==> src/design/multipart_file_part_extractor_macros.svh <==
`ifndef MULTIPART_FILE_PART_EXTRACTOR_MACROS_SVH
`define MULTIPART_FILE_PART_EXTRACTOR_MACROS_SVH

// Same-cycle implication, checked on clk, off during rst.
`define MFPE_ASSERT(label, ante, cons, msg) \
  label: assert property (@(posedge clk) disable iff (rst) (ante) |-> (cons)) \
    else $error(msg);

// Next-cycle implication, checked on clk, off during rst.
`define MFPE_ASSERT_NEXT(label, ante, cons, msg) \
  label: assert property (@(posedge clk) disable iff (rst) (ante) |=> (cons)) \
    else $error(msg);

`endif

==> src/design/mfpe_pkg.sv <==
package mfpe_pkg;

  localparam int MAX_BOUNDARY_DEF = 128;
  localparam int QUEUE_DEPTH      = 4;

  localparam logic [7:0] CR_BYTE = 8'h0D;
  localparam logic [7:0] LF_BYTE = 8'h0A;

  // "filename=" and CR LF CR LF
  localparam logic [3:0] KEY_LEN   = 4'd9;
  localparam logic [2:0] BLANK_LEN = 3'd4;

  // result kinds
  localparam logic [1:0] KIND_PAYLOAD  = 2'd0;
  localparam logic [1:0] KIND_CLOSE    = 2'd1;
  localparam logic [1:0] KIND_TOO_LONG = 2'd2;

  // work orders from front to back
  typedef enum logic [2:0] {
    OP_NONE = 3'd0,
    OP_BND  = 3'd1,
    OP_BND2 = 3'd2,
    OP_PAY  = 3'd3,
    OP_ERR  = 3'd4
  } op_t;

  typedef struct packed {
    logic [7:0] body_byte;
    logic       start_of_body;
  } in_word_t;

  typedef struct packed {
    logic [7:0] out_byte;
    logic [1:0] kind;
  } out_word_t;

  // queue entry: optional clear, then one op
  typedef struct packed {
    logic       clr;
    op_t        op;
    logic [7:0] b0;
    logic [7:0] b1;
  } qent_t;

  function automatic logic [7:0] key_char(input logic [3:0] idx);
    logic [7:0] c;
    case (idx)
      4'd0:    c = 8'h66; // f
      4'd1:    c = 8'h69; // i
      4'd2:    c = 8'h6C; // l
      4'd3:    c = 8'h65; // e
      4'd4:    c = 8'h6E; // n
      4'd5:    c = 8'h61; // a
      4'd6:    c = 8'h6D; // m
      4'd7:    c = 8'h65; // e
      4'd8:    c = 8'h3D; // =
      default: c = 8'h00;
    endcase
    return c;
  endfunction

  function automatic logic [7:0] blank_char(input logic [1:0] idx);
    return idx[0] ? LF_BYTE : CR_BYTE;
  endfunction

endpackage

==> src/design/mfpe_front.sv <==
module mfpe_front #(
  parameter int MAX_BOUNDARY = mfpe_pkg::MAX_BOUNDARY_DEF
) (
  input  logic               clk,
  input  logic               rst,
  input  logic               in_valid,
  output logic               in_ready,
  input  mfpe_pkg::in_word_t in_data,
  input  logic               q_full,
  output logic               push,
  output mfpe_pkg::qent_t    push_data
);
  import mfpe_pkg::*;

  localparam int LW = $clog2(MAX_BOUNDARY + 1);

  typedef enum logic [6:0] {
    PH_CAPTURE    = 7'b0000001,
    PH_CAPTURE_CR = 7'b0000010,
    PH_KEYWORD    = 7'b0000100,
    PH_SKIP_LINE  = 7'b0001000,
    PH_BLANK      = 7'b0010000,
    PH_PAYLOAD    = 7'b0100000,
    PH_HALT       = 7'b1000000
  } phase_t;

  phase_t        phase, phase_next, ph_eff;
  logic [LW-1:0] blen, blen_next, blen_eff;
  logic [3:0]    kcnt, kcnt_next, kcnt_eff;
  logic [2:0]    bcnt, bcnt_next, bcnt_eff;
  logic          accept;
  logic          clr;
  logic [7:0]    b;
  qent_t         ent;

  assign in_ready  = !q_full;
  assign accept    = in_valid && in_ready;
  assign push      = accept && (clr || ent.op != OP_NONE);
  assign push_data = ent;

  // classify one word; restart clears first
  always_comb begin
    b          = in_data.body_byte;
    clr        = in_data.start_of_body;
    ph_eff     = clr ? PH_CAPTURE : phase;
    blen_eff   = clr ? '0 : blen;
    kcnt_eff   = clr ? '0 : kcnt;
    bcnt_eff   = clr ? '0 : bcnt;
    phase_next = ph_eff;
    blen_next  = blen_eff;
    kcnt_next  = kcnt_eff;
    bcnt_next  = bcnt_eff;
    ent.clr    = clr;
    ent.op     = OP_NONE;
    ent.b0     = b;
    ent.b1     = b;
    unique case (ph_eff)
      PH_CAPTURE: begin
        if (b == CR_BYTE) begin
          phase_next = PH_CAPTURE_CR;
        end else if (blen_eff >= LW'(MAX_BOUNDARY)) begin
          ent.op     = OP_ERR;
          phase_next = PH_HALT;
        end else begin
          ent.op    = OP_BND;
          blen_next = blen_eff + LW'(1);
        end
      end
      PH_CAPTURE_CR: begin
        if (b == LF_BYTE) begin
          phase_next = PH_KEYWORD;
          kcnt_next  = '0;
        end else if (blen_eff >= LW'(MAX_BOUNDARY)) begin
          ent.op     = OP_ERR;
          phase_next = PH_HALT;
        end else if (b == CR_BYTE) begin
          // lone CR joins the boundary, next CR still pending
          ent.op    = OP_BND;
          ent.b0    = CR_BYTE;
          blen_next = blen_eff + LW'(1);
        end else if (blen_eff >= LW'(MAX_BOUNDARY - 1)) begin
          ent.op     = OP_ERR;
          phase_next = PH_HALT;
        end else begin
          ent.op     = OP_BND2;
          ent.b0     = CR_BYTE;
          blen_next  = blen_eff + LW'(2);
          phase_next = PH_CAPTURE;
        end
      end
      PH_KEYWORD: begin
        if (b == key_char(kcnt_eff)) begin
          kcnt_next = kcnt_eff + 4'd1;
        end else begin
          kcnt_next = (b == key_char(4'd0)) ? 4'd1 : 4'd0;
        end
        if (kcnt_next == KEY_LEN) begin
          phase_next = PH_SKIP_LINE;
        end
      end
      PH_SKIP_LINE: begin
        if (b == CR_BYTE) begin
          phase_next = PH_BLANK;
          bcnt_next  = '0;
        end
      end
      PH_BLANK: begin
        if (b == blank_char(bcnt_eff[1:0])) begin
          bcnt_next = bcnt_eff + 3'd1;
        end else begin
          bcnt_next = (b == CR_BYTE) ? 3'd1 : 3'd0;
        end
        if (bcnt_next == BLANK_LEN) begin
          phase_next = PH_PAYLOAD;
        end
      end
      PH_PAYLOAD: begin
        ent.op = OP_PAY;
      end
      PH_HALT: begin
        ent.op = OP_NONE;
      end
      default: begin
        phase_next = PH_CAPTURE;
      end
    endcase
  end

  always_ff @(posedge clk) begin
    if (rst) begin
      phase <= PH_CAPTURE;
      blen  <= '0;
      kcnt  <= '0;
      bcnt  <= '0;
    end else if (accept) begin
      phase <= phase_next;
      blen  <= blen_next;
      kcnt  <= kcnt_next;
      bcnt  <= bcnt_next;
    end
  end

`include "multipart_file_part_extractor_macros.svh"

  `MFPE_ASSERT(a_front_len_cap, 1'b1, blen <= LW'(MAX_BOUNDARY), "boundary count past limit")
  `MFPE_ASSERT(a_front_halt_quiet, accept && phase == PH_HALT && !in_data.start_of_body, !push, "work sent after error")
  `MFPE_ASSERT_NEXT(a_front_pay_hold, accept && phase == PH_PAYLOAD && !in_data.start_of_body, phase == PH_PAYLOAD, "left payload without restart")

endmodule

==> config.mk <==
export PLATFORM = sky130hd
export DESIGN_NAME = mfpe_front
export DESIGN_NICKNAME = d
export VERILOG_FILES = /design/src/design/mfpe_pkg.sv /design/src/design/mfpe_front.sv
export VERILOG_INCLUDE_DIRS = /design/src /design/src/design
export SDC_FILE = /design/constraint.sdc
export NUM_CORES = 1
export LEC_CHECK = 0
export BUFFER_PORTS_ARGS = -buffer_cell sky130_fd_sc_hd__buf_2
export CAP_MARGIN = 30
export CORE_MARGIN = 2
export CORE_UTILIZATION = 53
export DETAILED_ROUTE_END_ITERATION = 7
export PLACE_DENSITY = 0.75
export SYNTH_ARGS = -nofsm -noshare
export SYNTH_HDL_FRONTEND = slang
export SYNTH_SLANG_ARGS = --single-unit
==> constraint.sdc <==
create_clock -name clk -period 3 [get_ports clk]
set_input_delay 0.3 -clock clk [delete_from_list [all_inputs] [get_ports clk]]
set_output_delay 0.3 -clock clk [all_outputs]
set_load 0.02 [all_outputs]
After elaboration in Yosys (flattened, before gate mapping)
Memory sizes are Yosys's and may differ from the RTL's.
Cells that the tools add are included.
{ "totals": {"register_bits": 22, "n_memories": 1, "in_bits": 13, "out_inout_bits": 22, "rom_bits": 112, "wordCells": 74} }
{ "mem_list": {"columns": ["memory", "words", "width", "read_ports", "rd_ports_with_merged_regs", "wr", "line", "rtl"], "rows": [
  ["(name not given)", 16, 7, 1, 0, 0, "mfpe_pkg.sv:47", "case (idx)"]
]} }
{ "op_classes": {"n_addsub": 4, "n_eq_ne": 14, "mux": 43, "order_cmp": 2, "reduce_logical": 6} }
{ "op_table": {"columns": ["operator", "count"], "rows": [
  ["two-way mux 8 bit", 11],
  ["two-way mux 7 bit", 10],
  ["one-hot mux 7 bit (6 select lines)", 1],
  ["two-way mux 3 bit", 9],
  ["two-way mux 11 bit", 2],
  ["equality test 8 x 4 -> 1 bit (second input constant)", 2],
  ["two-way mux 4 bit", 4],
  ["one-hot mux 8 bit (2 select lines)", 1],
  ["one-hot mux 3 bit (3 select lines)", 1],
  ["adder 8 x 1 -> 8 bit (second input constant)", 1],
  ["adder 8 x 2 -> 8 bit (second input constant)", 1],
  ["equality test 8 x 4 -> 1 bit", 1],
  ["equality test 8 x 7 -> 1 bit (second input constant)", 1],
  ["equality test 8 bit", 1],
  [">= comparator 8 x 7 -> 1 bit (second input constant)", 1],
  [">= comparator 8 bit (second input constant)", 1],
  ["one-hot mux 4 bit (2 select lines)", 1],
  ["equality test 7 x 1 -> 1 bit (second input constant)", 1],
  ["equality test 7 x 2 -> 1 bit (second input constant)", 1],
  ["equality test 7 x 3 -> 1 bit (second input constant)", 1],
  ["equality test 7 x 4 -> 1 bit (second input constant)", 1],
  ["equality test 7 x 5 -> 1 bit (second input constant)", 1],
  ["equality test 7 x 6 -> 1 bit (second input constant)", 1],
  ["equality test 7 bit (second input constant)", 1],
  ["11 further kinds", 13]
]} }

Longest topological paths before layout
{ "logic_depth": {"word_depth": 10, "mapped_depth": 13, "mapped_depth_nobuf": 12} }

Worst setup path after synthesis
Ideal clock, no wire load.
{ "synth_timing": {"kind": "in2out", "start": "input port in_data[0] (netlist name)", "end": "output port push", "setup_slack_ns": 0.006, "arrival_time_ns": 2.694, "path_buffers": 5, "required_ns": 2.700, "path_stages": 12, "cell_sequence": "buf_4 > clkbuf_8 > clkbuf_1 > clkbuf_1 > nor2b_1 > ha_1 > and4b_1 > clkbuf_1 > a21oi_2 > o2bb2ai_1 > nor4_1 > nor2_1"} }
{ "synth_rtl": {"columns": ["item", "line", "rtl"], "rows": [
  ["start, declared", "mfpe_front.sv:8", "input mfpe_pkg::in_word_t in_data,"],
  ["end, declared", "mfpe_front.sv:10", "output logic push,"]
]} }

Worst setup path after layout
{ "layout_timing": {"start": "register phase[6]", "end": "output port push"} }
{ "layout_between": {"elab_chain_len": 6} }
{ "layout_rtl": {"columns": ["item", "line", "rtl"], "rows": [
  ["start, declared", "mfpe_front.sv:27", "phase_t phase, phase_next, ph_eff;"],
  ["start signal, assigned", "mfpe_front.sv:136", "phase <= phase_next;"],
  ["two-way mux 7 bit (*)", "mfpe_front.sv:45", "ph_eff = clr ? PH_CAPTURE : phase;"],
  ["equality test 7 x 6 -> 1 bit (tied with other cells)", "mfpe_front.sv:57", "unique case (ph_eff)"],
  ["one-hot mux 3 bit (3 select lines) (*)", "mfpe_front.sv:57", null],
  ["nonzero test 3 bit (*)", "mfpe_front.sv:38", "assign push = accept && (clr || ent.op != OP_NONE);"],
  ["logical OR 1 bit (*)", "mfpe_front.sv:38", null],
  ["logical AND 1 bit (*)", "mfpe_front.sv:38", null]
]} }
Every way passes the cells marked *; elsewhere a longest branch is shown, timed or not.

==> flow_summary.json <==
{
  "cts_tree": "done",
  "reg2reg_from": "kcnt[0]",
  "layout-drive-gt1-share_pct": 22.6,
  "fin_skew_ps": 7.28,
  "area_delta_synth_final_pct": 7.10,
  "yosysWarnings": 0,
  "route.detailed.wl_per_inst_um": 17.4,
  "num_vias": 2966,
  "drt_drc_violations_left": 0,
  "synthCells": 361,
  "ir_drop_mv": 0.189,
  "die_x_um": 75.3,
  "synth_cell_types": 87,
  "crit_arrival_ps": 2490,
  "netlist.area_leader.share_pct": 16.3,
  "timing.fmax_mhz": 359,
  "path_clk_slew_ps": 90,
  "first_pass_iters": 7,
  "syn_nets": 380,
  "cts_root_buf": "clkbuf_8",
  "hold_buffers": 0,
  "max_slew_margin_pct": 69.4,
  "final_util_pct": 60.0,
  "rrSetupSlack_ps": 480,
  "dr.first_iter.drc_count": 403,
  "power_density_mw_per_mm2": 245,
  "place_hpwl_um": 5820,
  "fillers": 491,
  "synth.most_common_cell": "nand2_1",
  "min_period_ps": 2790,
  "core_area_mm2": 0.00482,
  "rsz0062_at_grt": "false",
  "setup_viol": 0,
  "critPathLaunchType": "flip-flop",
  "clock_path_buffers": 2,
  "p_leak_nw": 1.10,
  "grt.total_usage_pct": 29.3,
  "post_cts.repair.setup_buffers": 0,
  "netlist_top_cells_count": "nand2_1, nor2_1, dfxtp_1",
  "tightestPinTransition_ps": 458,
  "startpoint": "phase[6]",
  "clock-sinks": 22,
  "drv_slew": 0,
  "synth.yosys.seq_area_share_pct": 16.3,
  "die-area_mm2": 0.00568,
  "num-nets-final": 401,
  "cts_buffers": 3,
  "routed_wl_um": 7770,
  "r2r_cells": 8,
  "insertedDiodeCount": 0,
  "r2r-end": "phase[4]",
  "initial_utilization_pct": 56.0,
  "grt_max_degree": 21,
  "hold_class": "input port to flip-flop",
  "gp_congestion": 0.967,
  "hold_violations": 0,
  "tns_ps": 0,
  "cp-end-kind": "primary output",
  "synth-seq-cells": 22,
  "crit_type": "flip-flop to primary output",
  "synth-edff-count": 0,
  "drtAntennaViolNets": 0,
  "portBuffers": 34,
  "yosys.area.top_type": "dfxtp_1",
  "antenna_found_initial": 0,
  "syn_area_mm2": 0.00270,
  "postSynth.asyncResetShare_pct": 0,
  "clk-insertion-delay-late_ps": 280,
  "cts_htree_levels": 1,
  "endpoint": "push",
  "die_y_um": 75.3,
  "status": "finished clean",
  "io-pin-count": 35,
  "drv_cap": 0,
  "synthFlopType": "dfxtp_1",
  "grt_pass1_wl_um": 13000,
  "finalCritPeriodShare_pct": 92.9,
  "vias_per_cell": 6.64,
  "crit_fanout": 10,
  "grt.overflow.total": 0,
  "synth_area_leaders": "dfxtp_1, nand2_1, o21ai_0",
  "critPathRequiredTime_ps": 2700,
  "avgSynthCellArea_um2": 7.47,
  "rows": 25,
  "grt_pass1_vias": 2622
}
-- layout by cell type, fill, tap and decap left out, drive strengths merged, types with 3 or more instances in the layout --
master	instances
a211oi	6
a21oi	18
a31oi	16
and2	3
and2b	3
and3	8
and4b	3
buf	50
clkbuf	3
dfxtp	22
ha	6
inv	13
mux2i	3
nand2	34
nand2b	7
nand3	20
nand4	7
nor2	25
nor2b	15
nor3	9
nor3b	5
nor4	8
nor4b	5
o211ai	3
o21ai	22
o221ai	3
o31ai	4
o32ai	3
or2	3
or3	3
xnor2	6
xor2	5
-- worst min path at each step --
stage               startpoint       end  depth (start not counted)
floorplan                  rst  phase[6]                          1
global placement       bcnt[0]   bcnt[0]                          2
detailed placement     bcnt[0]   bcnt[0]                          2
CTS                        rst   blen[0]                          2
global route               rst   blen[0]                          2
finish                     rst   blen[0]                          2
-- flip-flops by register name, indices dropped and copies added (netlist names) --
name and count:
bcnt 3, blen 8, kcnt 4, phase 7
-- what timing repair did --
action                     4_1_cts  5_1_grt
setup endpoints to repair        0        6
gates resized for setup          0        3
hold endpoints to repair         0        0
-- worst max-delay path, cell delays in order, from the launching register on --
cell       delay (ps)
dfxtp_1           420
nor3_4            400
and4_1            500
nand3_1           120
o2bb2ai_1         400
nor4_1            100
nor2_1            100
buf_2             170
-- power breakdown --
part	switching, W	internal [W]
combinational	0.000122	0.0000680
clock	0.000113	0.0000902
sequential	0.0000151	0.000301
-- final cells by class --
class | count | area (um2) | share of cell area, %
clock buffers | 3 | 41.3 | 1.43
inverters | 15 | 56.3 | 1.95
multi-input cells | 290 | 1980 | 68.4
well taps | 67 | 83.8 | 2.90
flip-flops and latches | 22 | 440 | 15.2
repair buffers | 50 | 290 | 10.0
-- logic make-up after synthesis --
group | share of synthesized area [%]
muxes | 1.11
xor gates and xnor gates | 3.57
DFF | 16.3
buffers and inverters | 10.6
AOI/OAI and AO/OA | 26.3
adders and majority gates | 2.78
and+or+nand+nor | 39.3
-- through the flow --
stage | instances | worst slack, ps | hold WS (ps) | power (W) | cell area [um2]
3_5_place_dp | 444 | 405 | 474 | 0.000508 | 2840
5_1_grt | 447 | 39.1 | 424 | 0.000741 | 2890
3_3_place_gp | 444 | 493 | 462 | 0.000506 | 2840
4_1_cts | 447 | 131 | 409 | 0.000708 | 2880
6_report | 447 | 213 | 423 | 0.000709 | 2890
2_1_floorplan | 361 | 6.31 | 418 | 0.000457 | 2700
-- routing by layer --
layer	track usage, %	share of wire [%]
met1	43.3	46
met2	44.0	43
met3	3.84	8.6
met4	9.75	2.0
met5	0	0
No activity file was read; power rests on OpenSTA's default activity.
