==> src/design/multipart_file_part_extractor_macros.svh <==
`ifndef MULTIPART_FILE_PART_EXTRACTOR_MACROS_SVH
`define MULTIPART_FILE_PART_EXTRACTOR_MACROS_SVH

// Same-cycle implication, checked on clk, off during rst.
`define MFPE_ASSERT(label, ante, cons, msg) \
  label: assert property (@(posedge clk) disable iff (rst) (ante) |-> (cons)) \
    else $error(msg);

// Next-cycle implication, checked on clk, off during rst.
`define MFPE_ASSERT_NEXT(label, ante, cons, msg) \
  label: assert property (@(posedge clk) disable iff (rst) (ante) |=> (cons)) \
    else $error(msg);

`endif

==> src/design/mfpe_pkg.sv <==
package mfpe_pkg;

  localparam int MAX_BOUNDARY_DEF = 128;
  localparam int QUEUE_DEPTH      = 4;

  localparam logic [7:0] CR_BYTE = 8'h0D;
  localparam logic [7:0] LF_BYTE = 8'h0A;

  // "filename=" and CR LF CR LF
  localparam logic [3:0] KEY_LEN   = 4'd9;
  localparam logic [2:0] BLANK_LEN = 3'd4;

  // result kinds
  localparam logic [1:0] KIND_PAYLOAD  = 2'd0;
  localparam logic [1:0] KIND_CLOSE    = 2'd1;
  localparam logic [1:0] KIND_TOO_LONG = 2'd2;

  // work orders from front to back
  typedef enum logic [2:0] {
    OP_NONE = 3'd0,
    OP_BND  = 3'd1,
    OP_BND2 = 3'd2,
    OP_PAY  = 3'd3,
    OP_ERR  = 3'd4
  } op_t;

  typedef struct packed {
    logic [7:0] body_byte;
    logic       start_of_body;
  } in_word_t;

  typedef struct packed {
    logic [7:0] out_byte;
    logic [1:0] kind;
  } out_word_t;

  // queue entry: optional clear, then one op
  typedef struct packed {
    logic       clr;
    op_t        op;
    logic [7:0] b0;
    logic [7:0] b1;
  } qent_t;

  function automatic logic [7:0] key_char(input logic [3:0] idx);
    logic [7:0] c;
    case (idx)
      4'd0:    c = 8'h66; // f
      4'd1:    c = 8'h69; // i
      4'd2:    c = 8'h6C; // l
      4'd3:    c = 8'h65; // e
      4'd4:    c = 8'h6E; // n
      4'd5:    c = 8'h61; // a
      4'd6:    c = 8'h6D; // m
      4'd7:    c = 8'h65; // e
      4'd8:    c = 8'h3D; // =
      default: c = 8'h00;
    endcase
    return c;
  endfunction

  function automatic logic [7:0] blank_char(input logic [1:0] idx);
    return idx[0] ? LF_BYTE : CR_BYTE;
  endfunction

endpackage

==> src/design/mfpe_queue.sv <==
module mfpe_queue #(
  parameter int DEPTH = mfpe_pkg::QUEUE_DEPTH
) (
  input  logic            clk,
  input  logic            rst,
  input  logic            push,
  input  mfpe_pkg::qent_t push_data,
  output logic            full,
  output logic            pop_valid,
  input  logic            pop_ready,
  output mfpe_pkg::qent_t pop_data
);
  import mfpe_pkg::*;

  localparam int AW = $clog2(DEPTH);
  localparam int CW = $clog2(DEPTH + 1);

  qent_t         slots [DEPTH];
  logic [AW-1:0] wptr;
  logic [AW-1:0] rptr;
  logic [CW-1:0] count;
  logic          pop;

  assign full      = (count == CW'(DEPTH));
  assign pop_valid = (count != '0);
  assign pop_data  = slots[rptr];
  assign pop       = pop_valid && pop_ready;

  // pointer wrap works for any depth
  always_ff @(posedge clk) begin
    if (rst) begin
      wptr  <= '0;
      rptr  <= '0;
      count <= '0;
    end else begin
      if (push) begin
        wptr <= (wptr == AW'(DEPTH - 1)) ? '0 : wptr + AW'(1);
      end
      if (pop) begin
        rptr <= (rptr == AW'(DEPTH - 1)) ? '0 : rptr + AW'(1);
      end
      if (push && !pop) begin
        count <= count + CW'(1);
      end else if (pop && !push) begin
        count <= count - CW'(1);
      end
    end
  end

  always_ff @(posedge clk) begin
    if (push) begin
      slots[wptr] <= push_data;
    end
  end

endmodule

==> config.mk <==
export PLATFORM = sky130hd
export DESIGN_NAME = mfpe_queue
export DESIGN_NICKNAME = d
export VERILOG_FILES = /design/src/design/multipart_file_part_extractor_macros.svh /design/src/design/mfpe_pkg.sv /design/src/design/mfpe_queue.sv
export SDC_FILE = /design/constraint.sdc
export NUM_CORES = 1
export LEC_CHECK = 0
export ABC_AREA = 1
export BUFFER_PORTS_ARGS = -buffer_cell sky130_fd_sc_hd__clkbuf_2
export CAP_MARGIN = 25
export CORE_MARGIN = 2
export CORE_UTILIZATION = 55
export DETAILED_ROUTE_END_ITERATION = 16
export HOLD_SLACK_MARGIN = 0.08
export PLACE_DENSITY = 0.8
export SLEW_MARGIN = 40
export SYNTH_ARGS = -nofsm -noshare
export SYNTH_HDL_FRONTEND = slang
export SYNTH_SLANG_ARGS = --single-unit
==> constraint.sdc <==
create_clock -name clk -period 2.1 [get_ports clk]
set_input_delay 0.315 -clock clk [delete_from_list [all_inputs] [get_ports clk]]
set_output_delay 0.315 -clock clk [all_outputs]
set_load 0.01 [all_outputs]
# [After elaboration in Yosys (flattened, before gate mapping)]
# Memories as Yosys holds them, arrays and structs flattened. A register that Yosys moved wholly into a read port is not among the register bits.
# Index checks and enable logic that the tools add are counted.
# W data, S select, Z words.
[totals] regBits=7 ramBits=80 elab_cells=26 mem_count=1
[mem_list] memory="slots" depth=4 word_bits=20 rd=1 rd_clocked_by_memory_dff=1 write_ports=1 line_no="mfpe_queue.sv:18" text="qent_t slots [DEPTH];"
[op_classes] addsub=4 eq_ne=3 muxes=8 reduce_logical=7
[op_table] cell="$mux W2" count=4
[op_table] cell="$mux W3" count=2
[op_table] cell="$add A2 B1 Y2 const B" count=2
[op_table] cell="$eq A2 B2 Y1 const B" count=2
[op_table] cell="$add A3 B1 Y3 const B" count=1
[op_table] cell="$eq A3 B3 Y1 const B" count=1
[op_table] cell="$logic_and A1 B1 Y1" count=3
[op_table] cell="$reduce_bool A3 Y1" count=1
[op_table] cell="$sub A3 B1 Y3 const B" count=1
[op_table] cell="$logic_not A1 Y1" count=2
[op_table] cell="$mux W1" count=2
[op_table] cell="$reduce_bool A2 Y1" count=1

# [Depth between registers and ports, before layout]
# Gate-level depths: netlist of the first run.
[logic_depth] word_depth=5 mapped_depth=12 ltp_nobuf=12

# [Least setup slack after synthesis of the first run]
# No wires, ideal clock.
[synth_timing] path_kind="register to register" from="reg count[0]" to="reg count[1]" setup_ps=116 arrival_ps=1539 required_ps=1984 path_slack_ps=445 stages_incl_launch_ff=9 n_path_buf=0 period_less_slack_ps=1655 path_cell_list="dfxtp_1 > nor2_1 > nand2_1 > nand2_1 > ha_1 > inv_1 > fa_1 > o21ai_0 > nor2_1"
[synth_via] elab_chain_cells=5 word_cells_on_any_way=10 classes_between="add/sub (2); mux (2); reduce/logical (6)"
[synth_rtl] item="start: declaration" line_no="mfpe_queue.sv:21" text="logic [CW-1:0] count;"
[synth_rtl] item="start signal: assignment" line_no="mfpe_queue.sv:43" text="count <= count + CW'(1);"
[synth_rtl] item="start signal: assignment" line_no="mfpe_queue.sv:45" text="count <= count - CW'(1);"
[synth_rtl] item="$reduce_bool A3 Y1 *" line_no="mfpe_queue.sv:25" text="assign pop_valid = (count != '0);"
[synth_rtl] item="via pop_valid" line_no="mfpe_queue.sv:9" text="output logic pop_valid,"
[synth_rtl] item="$logic_and A1 B1 Y1 *" line_no="mfpe_queue.sv:27" text="assign pop = pop_valid && pop_ready;"
[synth_rtl] item="$logic_not A1 Y1" line_no="mfpe_queue.sv:42" text="if (push && !pop) begin"
[synth_rtl] item="$logic_and A1 B1 Y1" line_no="mfpe_queue.sv:42"
[synth_rtl] item="$mux W3 or $reduce_bool A2 Y1 (tied branches)"
# The timed path passes the listed nets; every way through them passes the cells marked *. The select of a mux whose other input is x is not followed.
# A chain may end at the register's enable or synchronous reset.

==> impl_results.md, run 1 <==
- Status: finished, final reports clean
- Final core utilization: 67.42%
- Die span in x: 82.82 um
- Data arrival, critical path: 1.58 ns
- Final estimated routing congestion in global placement: 0.7484
- Starting density of the core: 57.37%
- Shortest period the worst path allows: 1.897 ns
- Hold slack: 0.1450 ns
- Mean instance size in the synthesized netlist: 13.24 um2
- Static leakage: 1.538 nW
- Die Outline Area: 6859 um2
- Core outline area: 5956 um2
- Worst vdd ir: 888.9 uV
- Final TNS setup: 0 ns
- Setup violations, final: 0
- Post-CTS setup buffer count: 0
- Sequential cell area fraction in the yosys report: 75.58%
- Maximum number of pins on one net before global-route repair: 31
- Wire length of the first global-routing pass: 9.936 mm
- Adder and majority cell fraction of the synthesized area: 2.783%
- Clock latency at the later pin of the worst-skew pair: 0.35 ns
- Seq pwr share: 46.2%
- Internal power summed over all cells: 3.135 mW
- Number of buffers created by CTS: 9
- Data required time at the worst endpoint: 1.78 ns
- Fraction of layout instances using a drive strength above 1: 23.68%
- Count of antenna-violating nets left after detailed routing: 0
- Post-cts gate resize count: 0
- Switching power summed over all nets: 1.489 mW
- Clock tree skew after final layout: 0.009560 ns
- Fin. max-slew vios: 0
- Synthesis-to-finish area growth: 17.50%
- Hold buffer count at CTS: 0
- Number of rows in the core area: 28
- # diodes: 0
- Total number of nets in the final design: 347
- Largest family of logic cells by synthesized area: compound AO/OA/AOI/OAI gates
- # H-tree levels: 3
- Ports placed on the boundary: 46
- Number of vias per cell: 5.437
- Cell type of the slowest stage on the worst timing path: dfxtp_1
- Proportion of power drawn by combinational gates: 28.6%
- Initial DRC Count: 114
- Clock slew seen by the registers of the worst setup and hold paths: 0.09 ns
- Setup slack of the critical path after layout: 0.2033 ns
- Crit path launch type: flop
- Delay-heaviest family, CP: flip-flops
- RSZ-0062 raised after global routing: false
- Wirelength, routed: 6.110 mm
- Commonest non-fill, non-tap cell in the layout: edfxtp_1
- Measured slew at the worst slew-check pin: 0.4491 ns
- Fraction of synthesized cell area in xor and xnor cells: 0.2563%
- Final worst-path cycle share: 90.32%
- Fraction of power spent switching nets: 32.20%
- Detailed-routing iteration count for the pre-antenna-repair pass: 4
- Number of global-route vias before repair: 2232
- Synthesized area: 3417 um2
- Classification of the worst-slack hold path: primary input to flop
- Number of vias after detailed routing: 2153
- Number of register bits inferred by synthesis: 89
- Synthesized-area fraction occupied by ao, oa, aoi and oai cells: 10.25%
- Post-placement setup slack: 0.3635 ns
- Buffers and inverters on the worst path: 2
- Fraction of synthesized area in multiplexers: 0%
- Longest Clk Path Bufs: 2
- Number of maximum-capacitance constraint violations: 0
- Cells after synthesis: 258
- Post-detailed-placement half-perimeter wirelength: 4.092 mm
- Area share of and/or/nand/nor cells after synthesis: 7.763%
- I/O Buffers: 45
- Count of different cell masters after synthesis: 19
- Combined global-route utilization of all metal layers: 18.76%
- Peak Freq: 527.2 MHz
- Total power: 4.625 mW
- Routed length per instance: 15.43 um
- Grt total ovfl: 0
- CTS tree: built
- Worst-path cell chain: buf_4 > o21ai_1 > o22ai_1 > clkbuf_2
- Root cell of the clock tree: clkbuf_8
- Total clock sinks: 89
- Hold Fails Final Rpt: 0
- Clk network pwr share: 25.1%
- Vertical die dimension: 82.82 um
- Worst-path maximum fanout: 10
- Relative max-transition margin: 70.03%
- Delay of the slowest cell on the worst path: 0.57 ns
- Setup CP Type: flop to output port
- Number of antenna violations at the first check in global routing: 0
- Total power per unit cell area: 1152 nW/um2
- DR DRC count: 0
- Nature of the critical path endpoint: output port
- Most frequent cells in the layout: edfxtp_1 (80), nor2_1 (50), clkbuf_2 (45)
- Ys Warns: 0
- Number of nets in the synthesized netlist: 289
- Internal reg-to-reg setup slack: 0.33 ns
power by group through the flow:
stage	combinational [mW]	clock [mW]	sequential, mW
floorplan	0.842	0	2.15
global placement	1.29	0	2.17
detailed placement	1.34	0	2.18
CTS	1.34	1.18	2.14
global route	1.47	1.24	2.16
finish	1.32	1.16	2.14
registers in the layout, indices dropped and copies added, names as in the netlist, named ones only:
| register | flops |
|---|---|
| rptr | 2 |
| slots | 80 |
| wptr | 2 |
| count | 3 |
cell usage after synthesis:
cell type / number / area (um2)
edfxtp_1: 80 / 2402
nor2_1: 50 / 187.7
o21ai_1: 40 / 200.2
o22ai_1: 20 / 125.1
inv_1: 15 / 56.30
nand2_1: 13 / 48.80
dfxtp_1: 9 / 180.2
buf_2: 8 / 40.04
ha_1: 6 / 75.07
clkbuf_1: 4 / 15.01
a21oi_1: 3 / 15.01
nor3_1: 2 / 10.01
o21ai_0: 2 / 10.01
fa_1: 1 / 20.02
inv_2: 1 / 3.750
nand3_1: 1 / 5.000
nand3b_1: 1 / 7.510
nand4_1: 1 / 6.260
xor2_1: 1 / 8.760
logic make-up (layout without fill, tap and decap cells):
group                      count (synthesis)  count (layout)
DFF                                       89              89
and+or+nand+nor                           68              68
AOI/OAI and AO/OA                         65              65
buffers and inverters                     28              91
adders and majority gates                  7               7
xor gates and xnor gates                   1               1
worst reg2reg max path, cell delays in order, from the launching register on:
cell     delay [ns]
dfxtp_1        0.36
nor2_1         0.11
nand2_1        0.11
nand2_1        0.12
ha_1           0.18
inv_1          0.07
fa_1           0.37
inv_1          0.07
nand2_1        0.07
nand3_1        0.08
nand2_1        0.06
inv_1          0.05
nor2_1         0.03
metrics by stage:
step,area (um2),std cells
5_1_grt,4015,396
3_3_place_gp,3811,380
2_1_floorplan,3417,258
4_1_cts,4015,396
6_report,4015,396
3_5_place_dp,3811,380
layer usage:
metal  part of all wire [%]  track usage (%)
met5                      0                0
met4                    2.4            10.73
met3                    5.1            4.274
met2                     53            32.92
met1                     40            20.93
path summary, 6_finish.rpt:
path / startpoint / end / cells after the start
setup / recovery: flop / pop_data[1] / 4
hold / removal: rst / count[0] / 2
setup reg to reg: count[1] / count[2] / 12
hold reg to reg: count[2] / count[2] / 3
area by class of cell:
class / instances / area [um2]
Sequential cell: 89 / 2582
Fill cell: 440 / 1941
Multi-Input combinational cell: 141 / 719.4
Timing Repair Buffer: 59 / 355.3
Clock buffer: 9 / 123.9
Tap cell: 75 / 93.84
Clock inverter: 7 / 80.08
Inverter: 16 / 60.06
Note: power is estimated with default switching activity, not from simulation.
==> inputs of run 2 (changes only) <==
CORE_UTILIZATION = 30   (was 55)
PLACE_DENSITY = 0.5   (was 0.8)
==> run 2 against run 1 <==
Clock power increased by 55%. Critical path depth increased by 1. Worst hold slack improved by 0.034 ns. Routed wire length rose by 7.6%. Final cell count is 15% higher. First-iteration DRC count fell by 23%. Maximum frequency rose by 2.4%. Clock skew is 0.0039 ns lower.
==> impl_results.md, run 2 (synthesized netlist as in run 1, its figures left out) <==
- Fraction of layout instances using a drive strength above 1: 22.22%
- Core outline area: 10980 um2
- Detailed-routing iteration count for the pre-antenna-repair pass: 4
- Most frequent cells in the layout: edfxtp_1 (80), nor2_1 (50), clkbuf_2 (45)
- Final TNS setup: 0 ns
- Delay-heaviest family, CP: buffers and inverters
- Wirelength, routed: 6.577 mm
- Crit path launch type: flop
- Setup CP Type: flop to output port
- Min-Delay Startpoint: rst
- Hold Fails Final Rpt: 0
- Vertical die dimension: 110.7 um
- Worst-path maximum fanout: 30
- Largest reg by FF count: slots
- Number of buffers created by CTS: 9
- Starting density of the core: 31.11%
- DR DRC count: 0
- Total number of nets in the final design: 342
- Die span in x: 110.7 um
- Status: finished, final reports clean
- Post-cts gate resize count: 0
- Worst-path cell chain: inv_2 > buf_12 > nor2_1 > o22ai_1 > clkbuf_2
- Number of vias after detailed routing: 2066
- Number of cells in the finished layout apart from fillers: 455
- Nature of the critical path endpoint: output port
- Routed length per instance: 14.45 um
- Combined global-route utilization of all metal layers: 11.16%
- Endpoint of the worst hold path: wptr[0]
- Measured slew at the worst slew-check pin: 0.4192 ns
- Destination of the worst register-to-register timing path: count[1]
- Number of cells on the worst reg-to-reg path: 8
- Grt total ovfl: 0
- Wire length of the first global-routing pass: 10.45 mm
- Shortest period the worst path allows: 1.852 ns
- Worst vdd ir: 582.0 uV
- Number of maximum-capacitance constraint violations: 0
- Root cell of the clock tree: clkbuf_16
- Number of antenna violations at the first check in global routing: 0
- Count of antenna-violating nets left after detailed routing: 0
- Maximum number of pins on one net before global-route repair: 31
- Die Outline Area: 12260 um2
- Clock tree skew after final layout: 0.005654 ns
- Cell type of the slowest stage on the worst timing path: dfxtp_1
- Number of global-route vias before repair: 2040
- Relative max-transition margin: 72.02%
- RSZ-0062 raised after global routing: false
- Data required time at the worst endpoint: 1.78 ns
- Placed Cells incl. Taps: 440
- Static leakage: 1.591 nW
- Total power per unit cell area: 1245 nW/um2
- Delay of the slowest cell on the worst path: 0.33 ns
- Classification of the worst-slack hold path: primary input to flop
- Number of cells on the worst hold path: 2
- Sequential cell area: 2582 um2
- Area used by multi-input combinational logic: 719.4 um2
- Setup violations, final: 0
- CTS tree: built
- Hold slack: 0.1795 ns
- Fill cell count: 1059
- Final estimated routing congestion in global placement: 0.7103
- Ports placed on the boundary: 46
- Fin. max-slew vios: 0
- I/O Buffers: 45
- # H-tree levels: 3
- Hold buffer count at CTS: 0
- Synthesis-to-finish area growth: 23.87%
- Data arrival, critical path: 1.54 ns
- Max FFs per register: 80
- Post-CTS setup buffer count: 0
- # diodes: 0
- Commonest non-fill, non-tap cell in the layout: edfxtp_1
- Number of vias per cell: 4.541
- Launching point of the worst reg2reg path: count[0]
- Largest registers ranked by flip-flop count: slots: 80 flops, count: 3 flops
- Initial DRC Count: 88
- Post-detailed-placement half-perimeter wirelength: 4.175 mm
- Final worst-path cycle share: 88.17%
- Number of rows in the core area: 38
- Buffers and inverters on the worst path: 3
- Clock slew seen by the registers of the worst setup and hold paths: 0.06 ns
- Clock latency at the later pin of the worst-skew pair: 0.33 ns
- Total clock sinks: 89
- Longest Clk Path Bufs: 2
- Peak Freq: 540.1 MHz
- Internal reg-to-reg setup slack: 0.34 ns
==> run 2: changes by cell type in the layout (fill, tap and decap cells not counted), sizes merged <==
cell / previous run / this run
buf: 14 / 9
clkinv: 3 / 0
bufinv: 1 / 3
clkinvlp: 2 / 1
inv: 17 / 18
==> run 2: worst max-delay path by stage <==
stage | to | cells after the start | from
after floorplan | count[1] | 8 | count[0]
after global placement | count[2] | 12 | count[1]
after detailed placement | count[1] | 8 | count[0]
after CTS | pop_data[13] | 4 | flop
after global routing | count[2] | 11 | count[0]
final | pop_data[11] | 5 | flop
==> run 2: worst reg2reg max path: cells and delay by family (launching register included) <==
family	cells	cell delay [ns]
AO/OA/AOI/OAI	1	0.17
adder cells (fa/ha/maj)	2	0.61
buffers and inverters	1	0.09
flip-flops	1	0.42
AND/OR/NAND/NOR	4	0.37
==> run 2: where the power goes <==
group	switching (mW)	leakage (nW)	internal, mW
Combinational	0.825	0.619	0.522
Clock	0.637	0.163	1.16
Sequential	0.0655	0.809	2.06
==> run 2: area by class of cell <==
cell class                      count  area share, %
Inverter                           16          1.419
Timing Repair Buffer               54          8.395
Tap cell                          140          4.138
Sequential cell                    89          61.01
Multi-Input combinational cell    141          17.00
Clock buffer                        9          5.321
Clock inverter                      6          2.719
==> run 2: routing by layer <==
layer  vias to the layer above  share of wire, %  track usage (%)
li1                       1044                 -                -
met1                       972                43            12.71
met2                        42                51            19.14
met3                         8               4.7            3.937
met4                         0               1.4            4.500
met5                         -                 0                0
==> run 2: through the flow <==
stage | util, % | power [mW] | setup slack, ns | cell area (um2)
floorplan | - | 2.990 | 0.4450 | 3417
global placement | 35.44 | 3.523 | 0.4385 | 3892
detailed placement | 35.44 | 3.538 | 0.3602 | 3892
CTS | 38.54 | 5.348 | 0.2160 | 4233
global route | 38.54 | 5.565 | 0.1182 | 4233
finish | 38.54 | 5.269 | 0.2484 | 4233
