`config.mk`:
```
export PLATFORM = sky130hd
export DESIGN_NAME = mfpe_back
export DESIGN_NICKNAME = d
export VERILOG_FILES = /design/src/design/mfpe_pkg.sv /design/src/design/mfpe_ram.sv /design/src/design/mfpe_back.sv
export VERILOG_INCLUDE_DIRS = /design/src /design/src/design
export SDC_FILE = /design/constraint.sdc
export NUM_CORES = 2
export LEC_CHECK = 0
export ABC_AREA = 1
export ABC_CLOCK_PERIOD_IN_PS = 5400
export BUFFER_PORTS_ARGS = -buffer_cell sky130_fd_sc_hd__buf_4
export CAP_MARGIN = 20
export CORE_ASPECT_RATIO = 0.75
export CORE_MARGIN = 2
export CORE_UTILIZATION = 35
export DETAILED_ROUTE_END_ITERATION = 10
export PLACE_DENSITY = 0.55
export SYNTH_ARGS = -nofsm -noshare
export SYNTH_HDL_FRONTEND = slang
export SYNTH_SLANG_ARGS = --single-unit
```
`constraint.sdc`:
```
create_clock -name clk -period 5.4 [get_ports clk]
set_input_delay 0 -clock clk [delete_from_list [all_inputs] [get_ports clk]]
set_output_delay 0 -clock clk [all_outputs]
set_load 0.03 [all_outputs]
```
`src/design/multipart_file_part_extractor_macros.svh`:
```
`ifndef MULTIPART_FILE_PART_EXTRACTOR_MACROS_SVH
`define MULTIPART_FILE_PART_EXTRACTOR_MACROS_SVH

// Same-cycle implication, checked on clk, off during rst.
`define MFPE_ASSERT(label, ante, cons, msg) \
  label: assert property (@(posedge clk) disable iff (rst) (ante) |-> (cons)) \
    else $error(msg);

// Next-cycle implication, checked on clk, off during rst.
`define MFPE_ASSERT_NEXT(label, ante, cons, msg) \
  label: assert property (@(posedge clk) disable iff (rst) (ante) |=> (cons)) \
    else $error(msg);

`endif

```
`src/design/mfpe_pkg.sv`:
```
package mfpe_pkg;

  localparam int MAX_BOUNDARY_DEF = 128;
  localparam int QUEUE_DEPTH      = 4;

  localparam logic [7:0] CR_BYTE = 8'h0D;
  localparam logic [7:0] LF_BYTE = 8'h0A;

  // "filename=" and CR LF CR LF
  localparam logic [3:0] KEY_LEN   = 4'd9;
  localparam logic [2:0] BLANK_LEN = 3'd4;

  // result kinds
  localparam logic [1:0] KIND_PAYLOAD  = 2'd0;
  localparam logic [1:0] KIND_CLOSE    = 2'd1;
  localparam logic [1:0] KIND_TOO_LONG = 2'd2;

  // work orders from front to back
  typedef enum logic [2:0] {
    OP_NONE = 3'd0,
    OP_BND  = 3'd1,
    OP_BND2 = 3'd2,
    OP_PAY  = 3'd3,
    OP_ERR  = 3'd4
  } op_t;

  typedef struct packed {
    logic [7:0] body_byte;
    logic       start_of_body;
  } in_word_t;

  typedef struct packed {
    logic [7:0] out_byte;
    logic [1:0] kind;
  } out_word_t;

  // queue entry: optional clear, then one op
  typedef struct packed {
    logic       clr;
    op_t        op;
    logic [7:0] b0;
    logic [7:0] b1;
  } qent_t;

  function automatic logic [7:0] key_char(input logic [3:0] idx);
    logic [7:0] c;
    case (idx)
      4'd0:    c = 8'h66; // f
      4'd1:    c = 8'h69; // i
      4'd2:    c = 8'h6C; // l
      4'd3:    c = 8'h65; // e
      4'd4:    c = 8'h6E; // n
      4'd5:    c = 8'h61; // a
      4'd6:    c = 8'h6D; // m
      4'd7:    c = 8'h65; // e
      4'd8:    c = 8'h3D; // =
      default: c = 8'h00;
    endcase
    return c;
  endfunction

  function automatic logic [7:0] blank_char(input logic [1:0] idx);
    return idx[0] ? LF_BYTE : CR_BYTE;
  endfunction

endpackage

```
`src/design/mfpe_ram.sv`:
```
module mfpe_ram #(
  parameter int WIDTH = 8,
  parameter int DEPTH = 256
) (
  input  logic                     clk,
  input  logic                     we,
  input  logic [$clog2(DEPTH)-1:0] waddr,
  input  logic [WIDTH-1:0]         wdata,
  input  logic                     re,
  input  logic [$clog2(DEPTH)-1:0] raddr,
  output logic [WIDTH-1:0]         rdata
);

  logic [WIDTH-1:0] mem [DEPTH];

  // one write port, one registered read port
  always_ff @(posedge clk) begin
    if (we) begin
      mem[waddr] <= wdata;
    end
    if (re) begin
      rdata <= mem[raddr];
    end
  end

endmodule

```
`src/design/mfpe_back.sv`:
```
module mfpe_back #(
  parameter int MAX_BOUNDARY = mfpe_pkg::MAX_BOUNDARY_DEF
) (
  input  logic                clk,
  input  logic                rst,
  input  logic                q_valid,
  output logic                q_ready,
  input  mfpe_pkg::qent_t     q_data,
  output logic                out_valid,
  input  logic                out_ready,
  output mfpe_pkg::out_word_t out_data
);
  import mfpe_pkg::*;

  localparam int LW     = $clog2(MAX_BOUNDARY + 1);
  localparam int NP     = MAX_BOUNDARY + 2;
  localparam int PW     = $clog2(NP);
  localparam int BIW    = $clog2(MAX_BOUNDARY);
  localparam int RAW    = $clog2(MAX_BOUNDARY + 2);
  localparam int RDEPTH = 2 ** RAW;

  logic [7:0]     bnd [MAX_BOUNDARY];
  logic [LW-1:0]  blen, blen_next, blen_eff;
  logic [NP-1:0]  pm, pm_next, pm_eff, pm_new;
  logic [PW-1:0]  cnt, cnt_next, cnt_eff;
  logic           done, done_next, done_eff;
  logic [RAW-1:0] wptr, wptr_next;
  logic           s2_valid;
  logic [1:0]     s2_kind;

  qent_t          e;
  logic           adv;
  logic [PW-1:0]  mpos;
  logic           match;
  logic           full;
  logic           has_res;
  logic [1:0]     res_kind;
  logic           ram_we, ram_re;
  logic [RAW-1:0] raddr;
  logic [7:0]     rdata;
  logic           bw0, bw1;
  logic [LW-1:0]  bi1_full;
  logic [BIW-1:0] bidx0, bidx1;

  assign e       = q_data;
  assign q_ready = !s2_valid || out_ready;
  assign adv     = q_valid && q_ready;

  assign blen_eff = e.clr ? '0 : blen;
  assign pm_eff   = e.clr ? '0 : pm;
  assign cnt_eff  = e.clr ? '0 : cnt;
  assign done_eff = e.clr ? 1'b0 : done;

  // prefix-match cells: cell k holds "last k+1 bytes equal CR LF boundary[0..k-2]"
  for (genvar k = 0; k < NP; k++) begin : g_cell
    if (k == 0) begin : g_cr
      assign pm_new[k] = (e.b0 == CR_BYTE);
    end else if (k == 1) begin : g_lf
      assign pm_new[k] = pm_eff[k-1] && (e.b0 == LF_BYTE);
    end else begin : g_bnd
      assign pm_new[k] = pm_eff[k-1] && (e.b0 == bnd[k-2]);
    end
  end

  assign mpos     = PW'(blen_eff) + PW'(1);
  assign match    = pm_new[mpos];
  assign full     = (cnt_eff >= mpos);
  assign bi1_full = blen_eff + LW'(1);
  assign bidx0    = blen_eff[BIW-1:0];
  assign bidx1    = bi1_full[BIW-1:0];
  // oldest window byte sits boundary length + 1 words behind the write pointer
  assign raddr    = wptr - RAW'(blen_eff) - RAW'(1);

  // execute one queued op
  always_comb begin
    blen_next = blen_eff;
    pm_next   = pm_eff;
    cnt_next  = cnt_eff;
    done_next = done_eff;
    wptr_next = wptr;
    has_res   = 1'b0;
    res_kind  = KIND_PAYLOAD;
    ram_we    = 1'b0;
    ram_re    = 1'b0;
    bw0       = 1'b0;
    bw1       = 1'b0;
    unique case (e.op)
      OP_NONE: begin
        has_res = 1'b0;
      end
      OP_BND: begin
        bw0       = 1'b1;
        blen_next = blen_eff + LW'(1);
      end
      OP_BND2: begin
        bw0       = 1'b1;
        bw1       = 1'b1;
        blen_next = blen_eff + LW'(2);
      end
      OP_PAY: begin
        if (!done_eff) begin
          pm_next   = pm_new;
          ram_we    = 1'b1;
          wptr_next = wptr + RAW'(1);
          if (full) begin
            has_res = 1'b1;
            if (match) begin
              res_kind  = KIND_CLOSE;
              done_next = 1'b1;
            end else begin
              ram_re = 1'b1;
            end
          end else begin
            cnt_next = cnt_eff + PW'(1);
          end
        end
      end
      OP_ERR: begin
        has_res  = 1'b1;
        res_kind = KIND_TOO_LONG;
      end
      default: begin
        has_res = 1'b0;
      end
    endcase
  end

  always_ff @(posedge clk) begin
    if (rst) begin
      blen     <= '0;
      pm       <= '0;
      cnt      <= '0;
      done     <= 1'b0;
      wptr     <= '0;
      s2_valid <= 1'b0;
    end else begin
      if (adv) begin
        blen <= blen_next;
        pm   <= pm_next;
        cnt  <= cnt_next;
        done <= done_next;
        wptr <= wptr_next;
      end
      if (q_ready) begin
        s2_valid <= adv && has_res;
      end
    end
  end

  // boundary cells and result kind
  always_ff @(posedge clk) begin
    if (adv && bw0) begin
      bnd[bidx0] <= e.b0;
    end
    if (adv && bw1) begin
      bnd[bidx1] <= e.b1;
    end
    if (adv) begin
      s2_kind <= res_kind;
    end
  end

  // payload delay line
  mfpe_ram #(
    .WIDTH (8),
    .DEPTH (RDEPTH)
  ) u_ring (
    .clk   (clk),
    .we    (adv && ram_we),
    .waddr (wptr),
    .wdata (e.b0),
    .re    (adv && ram_re),
    .raddr (raddr),
    .rdata (rdata)
  );

  assign out_valid         = s2_valid;
  assign out_data.kind     = s2_kind;
  assign out_data.out_byte = (s2_kind == KIND_PAYLOAD) ? rdata : 8'h00;

`include "multipart_file_part_extractor_macros.svh"

  `MFPE_ASSERT(a_back_len_cap, 1'b1, blen <= LW'(MAX_BOUNDARY), "boundary length past limit")
  `MFPE_ASSERT(a_back_fill_cap, 1'b1, cnt <= PW'(blen) + PW'(1), "window fill past window")
  `MFPE_ASSERT_NEXT(a_back_close_done, adv && has_res && res_kind == KIND_CLOSE, done, "close seen but not done")
  `MFPE_ASSERT(a_back_done_quiet, adv && done && !e.clr, !(has_res && res_kind == KIND_PAYLOAD), "payload after close")

endmodule
```
After elaboration in Yosys (flattened, before gate mapping):

Memory sizes are Yosys's and may differ from the RTL's. A register that Yosys moved wholly into a read port is not among the register bits.
Index checks and enable logic that the tools add are counted.

* register bits: 158
* bits in writable memories: 3072
* word-level logic and storage cells: 330
* input port bits: 24
* output and inout port bits: 12
* memories kept: 2

Memory list
* u_ring.mem: words 256, width 8, read ports 1, clocked after memory_dff 1, wr ports 1, line mfpe_ram.sv:14 `logic [WIDTH-1:0] mem [DEPTH];`
* bnd: words 128, width 8, read ports 128, clocked after memory_dff 0, wr ports 2, line mfpe_back.sv:22 `logic [7:0] bnd [MAX_BOUNDARY];`

* mux-type cells: 38
* reductions and logical operators: 140
* eq/ne operators: 134
* order comparisons: 2
* $add $sub $neg: 6
* bitwise logic cells: 1

Operators by type and width (count)
* == test 8 bit: 128
* 2-to-1 mux 130 bit: 3
* logical AND 1 bit: 135
* 2-to-1 mux 8 bit: 6
* 2-to-1 mux 1 bit: 25
* adder 8 x 1 -> 8 bit, second input constant: 3
* == test 8 x 4 -> 1 bit, second input constant: 2
* case mux 8 bit (2 select lines): 1
* < comparator 8 x 9 -> 1 bit, second input constant: 1
* adder 8 x 2 -> 8 bit, second input constant: 1
* binary-select mux 1 bit (select 8 bit): 1
* >= comparator 8 bit: 1
* subtractor 8 x 1 -> 8 bit, second input constant: 1
* subtractor 8 bit: 1
* == test 3 x 2 -> 1 bit, second input constant: 2
* case mux 2 bit (2 select lines): 1
* == test 3 x 1 -> 1 bit, second input constant: 1
* == test 3 bit, second input constant: 1
* AND reduction 3 bit: 1
* zero test 2 bit: 1
* case mux 1 bit (2 select lines): 1
* OR reduction 2 bit: 1
* zero test 1 bit: 1
* logical OR 1 bit: 1
* inverter 1 bit: 1

Depth between registers and ports, before layout:

An unclocked memory read counts as a cell.

* word-level depth: 10
* depth in mapped cells: 24
* depth with buffers taken out: 21

Cells and area by module:

From an unflattened synthesis, not the netlist that was laid out.

* cells, all modules: 14702
* area total of the unflattened synthesis: 150471.8 µm²

Modules (own cells, without submodules)
* mfpe_ram: sequential area each 61739.2 µm², cells each 7003, area an instance 83476.3 µm², instances 1
* mfpe_back: sequential area each 33912.5 µm², cells each 7699, area an instance 66995.5 µm², instances 1

Worst setup path before layout:

Ideal clock, no wire load.

* path kind: in2reg
* from: in q_data[19] (netlist name)
* to: reg cnt[6]
* stages: 21
* required time: 5282 ps
* slack: 1633 ps
* arrival time: 3649 ps
* path buffers: 4
* setup time: 118 ps
* cell sequence: buf_6 clkbuf_1 clkbuf_1 buf_1 nor2_1 ha_1 inv_1 nor2_4 inv_2 nor2_8 a21oi_4 ha_1 a21oi_1 o21a_1 nand3_1 nor2_2 nand2_1 nor3_1 nand3_1 o21ai_1 a21oi_1

* cells in the longest elaborated chain, start to end: 6
* elaborated cells on any way between the ends: 9
* classes of those cells: add/sub (2); order compare (1); mux (6)

RTL lines
* from (decl): line mfpe_back.sv:8 `input mfpe_pkg::qent_t q_data,`
* 2-to-1 mux 8 bit: line mfpe_back.sv:49 `assign blen_eff = e.clr ? '0 : blen;`
* adder 8 x 1 -> 8 bit: line mfpe_back.sv:65 `assign mpos = PW'(blen_eff) + PW'(1);`
* >= comparator 8 bit: line mfpe_back.sv:67 `assign full = (cnt_eff >= mpos);`
* 2-to-1 mux 8 bit: line mfpe_back.sv:105 `if (full) begin`
* 2-to-1 mux 8 bit: line mfpe_back.sv:101 `if (!done_eff) begin`
* 2-to-1 mux 8 bit *: line mfpe_back.sv:87 `unique case (e.op)`
* to (signal assigned): line mfpe_back.sv:140 `cnt <= cnt_next;`
* to (decl): line mfpe_back.sv:25 `logic [PW-1:0] cnt, cnt_next, cnt_eff;`

Mark *: on every way between the ends. The rest lies on a longest branch, timed or not.
A chain may end at the register's enable or synchronous reset.

Final worst setup path:

* from: reg blen[0]
* to: reg u_ring.rdata[1] (read register of u_ring.mem), data pin

* cells in the longest elaborated chain, start to end: 9
* elaborated cells on any way between the ends: 12
* classes of those cells: add/sub (3); order compare (1); mux (7); reduce/logical (1)

RTL lines
* from (decl): line mfpe_back.sv:23 `logic [LW-1:0] blen, blen_next, blen_eff;`
* from (signal assigned): line mfpe_back.sv:138 `blen <= blen_next;`
* 2-to-1 mux 8 bit *: line mfpe_back.sv:49
* adder 8 x 1 -> 8 bit: line mfpe_back.sv:65
* binary-select mux 1 bit (select 8 bit): line mfpe_back.sv:66 `assign match = pm_new[mpos];`
* 2-to-1 mux 1 bit (not written as such): line mfpe_back.sv:66
* 2-to-1 mux 1 bit: line mfpe_back.sv:107 `if (match) begin`
* 2-to-1 mux 1 bit: line mfpe_back.sv:105
* 2-to-1 mux 1 bit: line mfpe_back.sv:101
* 2-to-1 mux 1 bit: line mfpe_back.sv:87
* logical AND 1 bit: line mfpe_back.sv:172 `.re (adv && ram_re),`
* to (decl): line mfpe_ram.sv:11 `output logic [WIDTH-1:0] rdata`

Mark *: on every way between the ends. The rest lies on a longest branch, timed or not. The select of a mux whose other input is x is not followed.

==> impl_metrics.py <==
metrics = {
    "floorplanning": {
        "initial_utilization_pct": 35.1,
        "rows": 208,
        "die_x_um": 760,
        "pin_count": 36,
        "fp.dieH_um": 571,
        "die-area_um2": 434000,
        "core_um2": 427000,
    },
    "clocking": {
        "path_clk_slew_ns": 0.06,
        "clock_latency_ns": 0.96,
        "cts_tree": "built",
        "clock-root-buffer": "clkbuf_16",
        "clock_path_buffers": 4,
        "post_cts_buffers": 0,
        "cts_sinks": 3237,
        "h-tree-depth": 5,
        "numCtsBuffers": 344,
    },
    "synth": {
        "synth_flop_cell": "edfxtp_1",
        "synth.area.mux_share_pct": 0,
        "synth_xor_area_share_pct": 4.66,
        "syn-mean-instance-area_um2": 10.5,
        "synth_fa_ha_area_share_pct": 0.222,
        "syn_inst": 14200,
        "synth-edff-count": 3082,
        "yosysSeqAreaShare_pct": 63.8,
        "synth_commonest_cells": "edfxtp_1 (3082), nand2_1 (2478), nor2_1 (2247)",
        "async_reset_ff_share_pct": 0,
        "synthesis.area_um2": 150000,
        "synth-compound-area-share_pct": 10.4,
        "ys_ff_latch": 3237,
        "synthTopCellsByArea": "edfxtp_1 (62%), nand2_1 (6.2%), nor2_1 (5.6%), xnor2_1 (3.1%), o21ai_0 (3.1%)",
        "yosys.area_share.simple_pct": 16.9,
        "synth_area_leader_cell": "edfxtp_1",
        "synth_nets": 14300,
        "synth_cell_types": 51,
        "synth_top_cell_area_share_pct": 61.7,
        "synth_top_family_by_area": "simple AND/OR/NAND/NOR gates",
        "yosys_warnings": 0,
        "synth_most_common_cell": "edfxtp_1",
    },
    "cells_and_area": {
        "design_area_um2": 168000,
        "syn_to_final_growth_pct": 11.9,
        "drive_gt1_share_pct": 8.34,
        "final_nets": 13900,
    },
    "detailed_routing": {
        "vias_per_cell": 5.39,
        "drtIter0Drc": 13500,
        "drt-pass1-iter-count": 6,
        "via_count": 107000,
        "ant_nets": 0,
        "post_drt_wl_per_cell_um": 23.6,
        "drcViolationCount": 0,
        "wl_um": 468000,
    },
    "worst_setup_path": {
        "start_kind": "register",
        "max_stage_delay_ns": 1.02,
        "rrSetupSlack_ns": 0.23,
        "crit_path_end_kind": "register",
        "cp.depth": 16,
        "path_class": "reg -> reg",
        "crit_arrival_ns": 5.94,
        "crit_buf_inv": 3,
        "path_common_cell": "nand2_1",
        "ff2ff_path_depth": 16,
        "slowest_stage": "fa_4",
        "path_cells": "inv_1 > nor2_8 > inv_4 > ha_4 > fa_4 > buf_12 > o21ai_0 > o32ai_1 > nand2_1 > nand2_1 > o21ai_0 > o211ai_1 > nand3_1 > nand2_1 > nor2_1 > a31oi_1",
        "path_delay_family": "simple AND/OR/NAND/NOR gates",
        "cp_max_fo": 134,
        "critPathRequiredTime_ns": 6.16,
    },
    "placed_design": {
        "post-dp-hpwl_um": 272000,
        "place_area_um2": 156000,
        "routabilityCongestion": 0.868,
        "io_buffers": 35,
    },
    "global_routing": {
        "overflow": 0,
        "antenna_found_initial": 25,
        "grt_pass1_wl_um": 684000,
        "grt_max_degree": 203,
        "grt_pass1_vias": 98400,
        "grtUsageTotal_pct": 20.8,
    },
    "timing": {
        "slew_headroom_pct": 17.5,
        "fmax_mhz": 193,
        "setup_tns_ns": 0,
        "final.setup_skew_ns": 0.0737,
        "finalSetupViolCount": 0,
        "slew_violations": 0,
        "rsz0062_at_grt": "no",
        "finalCritPeriodShare_pct": 95.8,
        "layout_min_cycle_time_ns": 5.17,
        "worst_pin_slew_ns": 1.23,
        "hold_violations": 0,
    },
    "flow_run": {
        "drv_cap": 0,
    },
    "pwr": {
        "power_per_cell_area_nw_per_um2": 335,
        "vdd_drop_max_mv": 0.264,
        "p_leak_nw": 58.1,
    },
    "hold_path": {
        "min_path_cells": 2,
        "hp-class": "in -> reg",
    },
    "outcome": {
        "status": "finished clean",
    },
}
cells in the final DEF (no fill, tap or decap), types with 14 or more instances in the layout:
master            n
a31oi_1          17
xor2_1          258
o21ai_0         920
edfxtp_1       3082
nand2_1        2474
buf_4           256
o21ai_1         866
o211ai_1         34
nand3_1         812
nand4_1          17
nor2_1         2246
dlygate4sd3_1    31
buf_2            18
nand2_4          97
xnor2_1         530
o32ai_1         513
ha_1             24
bufinv_16        25
dfxtp_1         155
or2_2           107
nand2_2          37
inv_1           357
clkinv_1         80
clkbuf_1         81
clkbuf_16       355
nor3_1          147
a21oi_1         220
buf_12           74
nor2_4           23
nor2_8           14
a221oi_1         67
inv_2            16
clkinv_2         62
stage by stage:
step	worst slack, ns	util [%]	hold slack [ns]	instances	power (mW)
4_1_cts	0.337	39.2	0.0320	19800	56.5
3_3_place_gp	0.487	36.6	0.296	19100	33.2
3_5_place_dp	0.453	36.6	0.297	19100	33.2
6_report	0.226	39.3	0.104	19800	56.3
2_1_floorplan	1.63	-	0.0989	14200	31.1
5_1_grt	0.0567	39.3	0.0766	19800	57.9
repair_timing:
item | 4_1_cts | 5_1_grt
gates resized for setup | 0 | 1
hold buffers | 31 | 0
hold endpoints to repair | 1699 | 0
setup endpoints to repair | 0 | 1
layer usage:
metal | vias up | wire length (µm) | GRT usage [%]
met5 | - | 24 | 0
met4 | 4 | 10200 | 4.63
met3 | 618 | 46000 | 4.23
met2 | 4611 | 197000 | 30.3
met1 | 52500 | 215000 | 31.8
li1 | 49200 | - | -
layout make-up:
type	count	area [µm²]
Multi-Input combinational cell	9483	48500
Timing Repair Buffer	402	4070
Sequential cell	3237	95700
Tap cell	5670	7090
Antenna cell	3	7.51
Clock inverter	180	1600
Fill cell	41100	260000
Inverter	403	1610
Clock buffer	444	9300
path summary, 6_finish.rpt:
path / start / to
hold / removal: q_data[8] / u_ring.mem[1][0]
hold reg to reg: pm[88] / pm[88]
setup / recovery: blen[0] / u_ring.rdata[1]
setup reg to reg: blen[0] / u_ring.rdata[1]
registers in the layout (all words and copies together) (netlist names):
name and count:
blen 8, bnd 1024, cnt 8, done 1, out_valid 1, pm 129
s2_kind 2, u_ring.mem 2048, u_ring.rdata 8, wptr 8
cells by family (layout without fill, tap and decap cells):
kind of cell	Yosys count	in the layout
and+or+nand+nor	6002	6002
DFF	3237	3237
AOI/OAI and AO/OA	2660	2660
buffers and inverters	1493	1429
xor gates and xnor gates	795	795
adders and majority gates	26	26
other	0	3
where the power goes:
group	switching, mW	leakage [nW]	internal [mW]
registers	0.0217	29.0	27.5
clock network	10.2	5.33	13.3
logic	3.76	23.8	1.45
total	14.0	58.1	42.3
worst register-to-register path, delay by kind of cell (launching register included):
kind            cells  cell delay, ns
buf+inv             3            0.58
simple gates        6            1.52
fa+ha+maj           2            1.21
compound gates      5            1.36
flops               1            0.34
(Power assumes the default switching activity.)
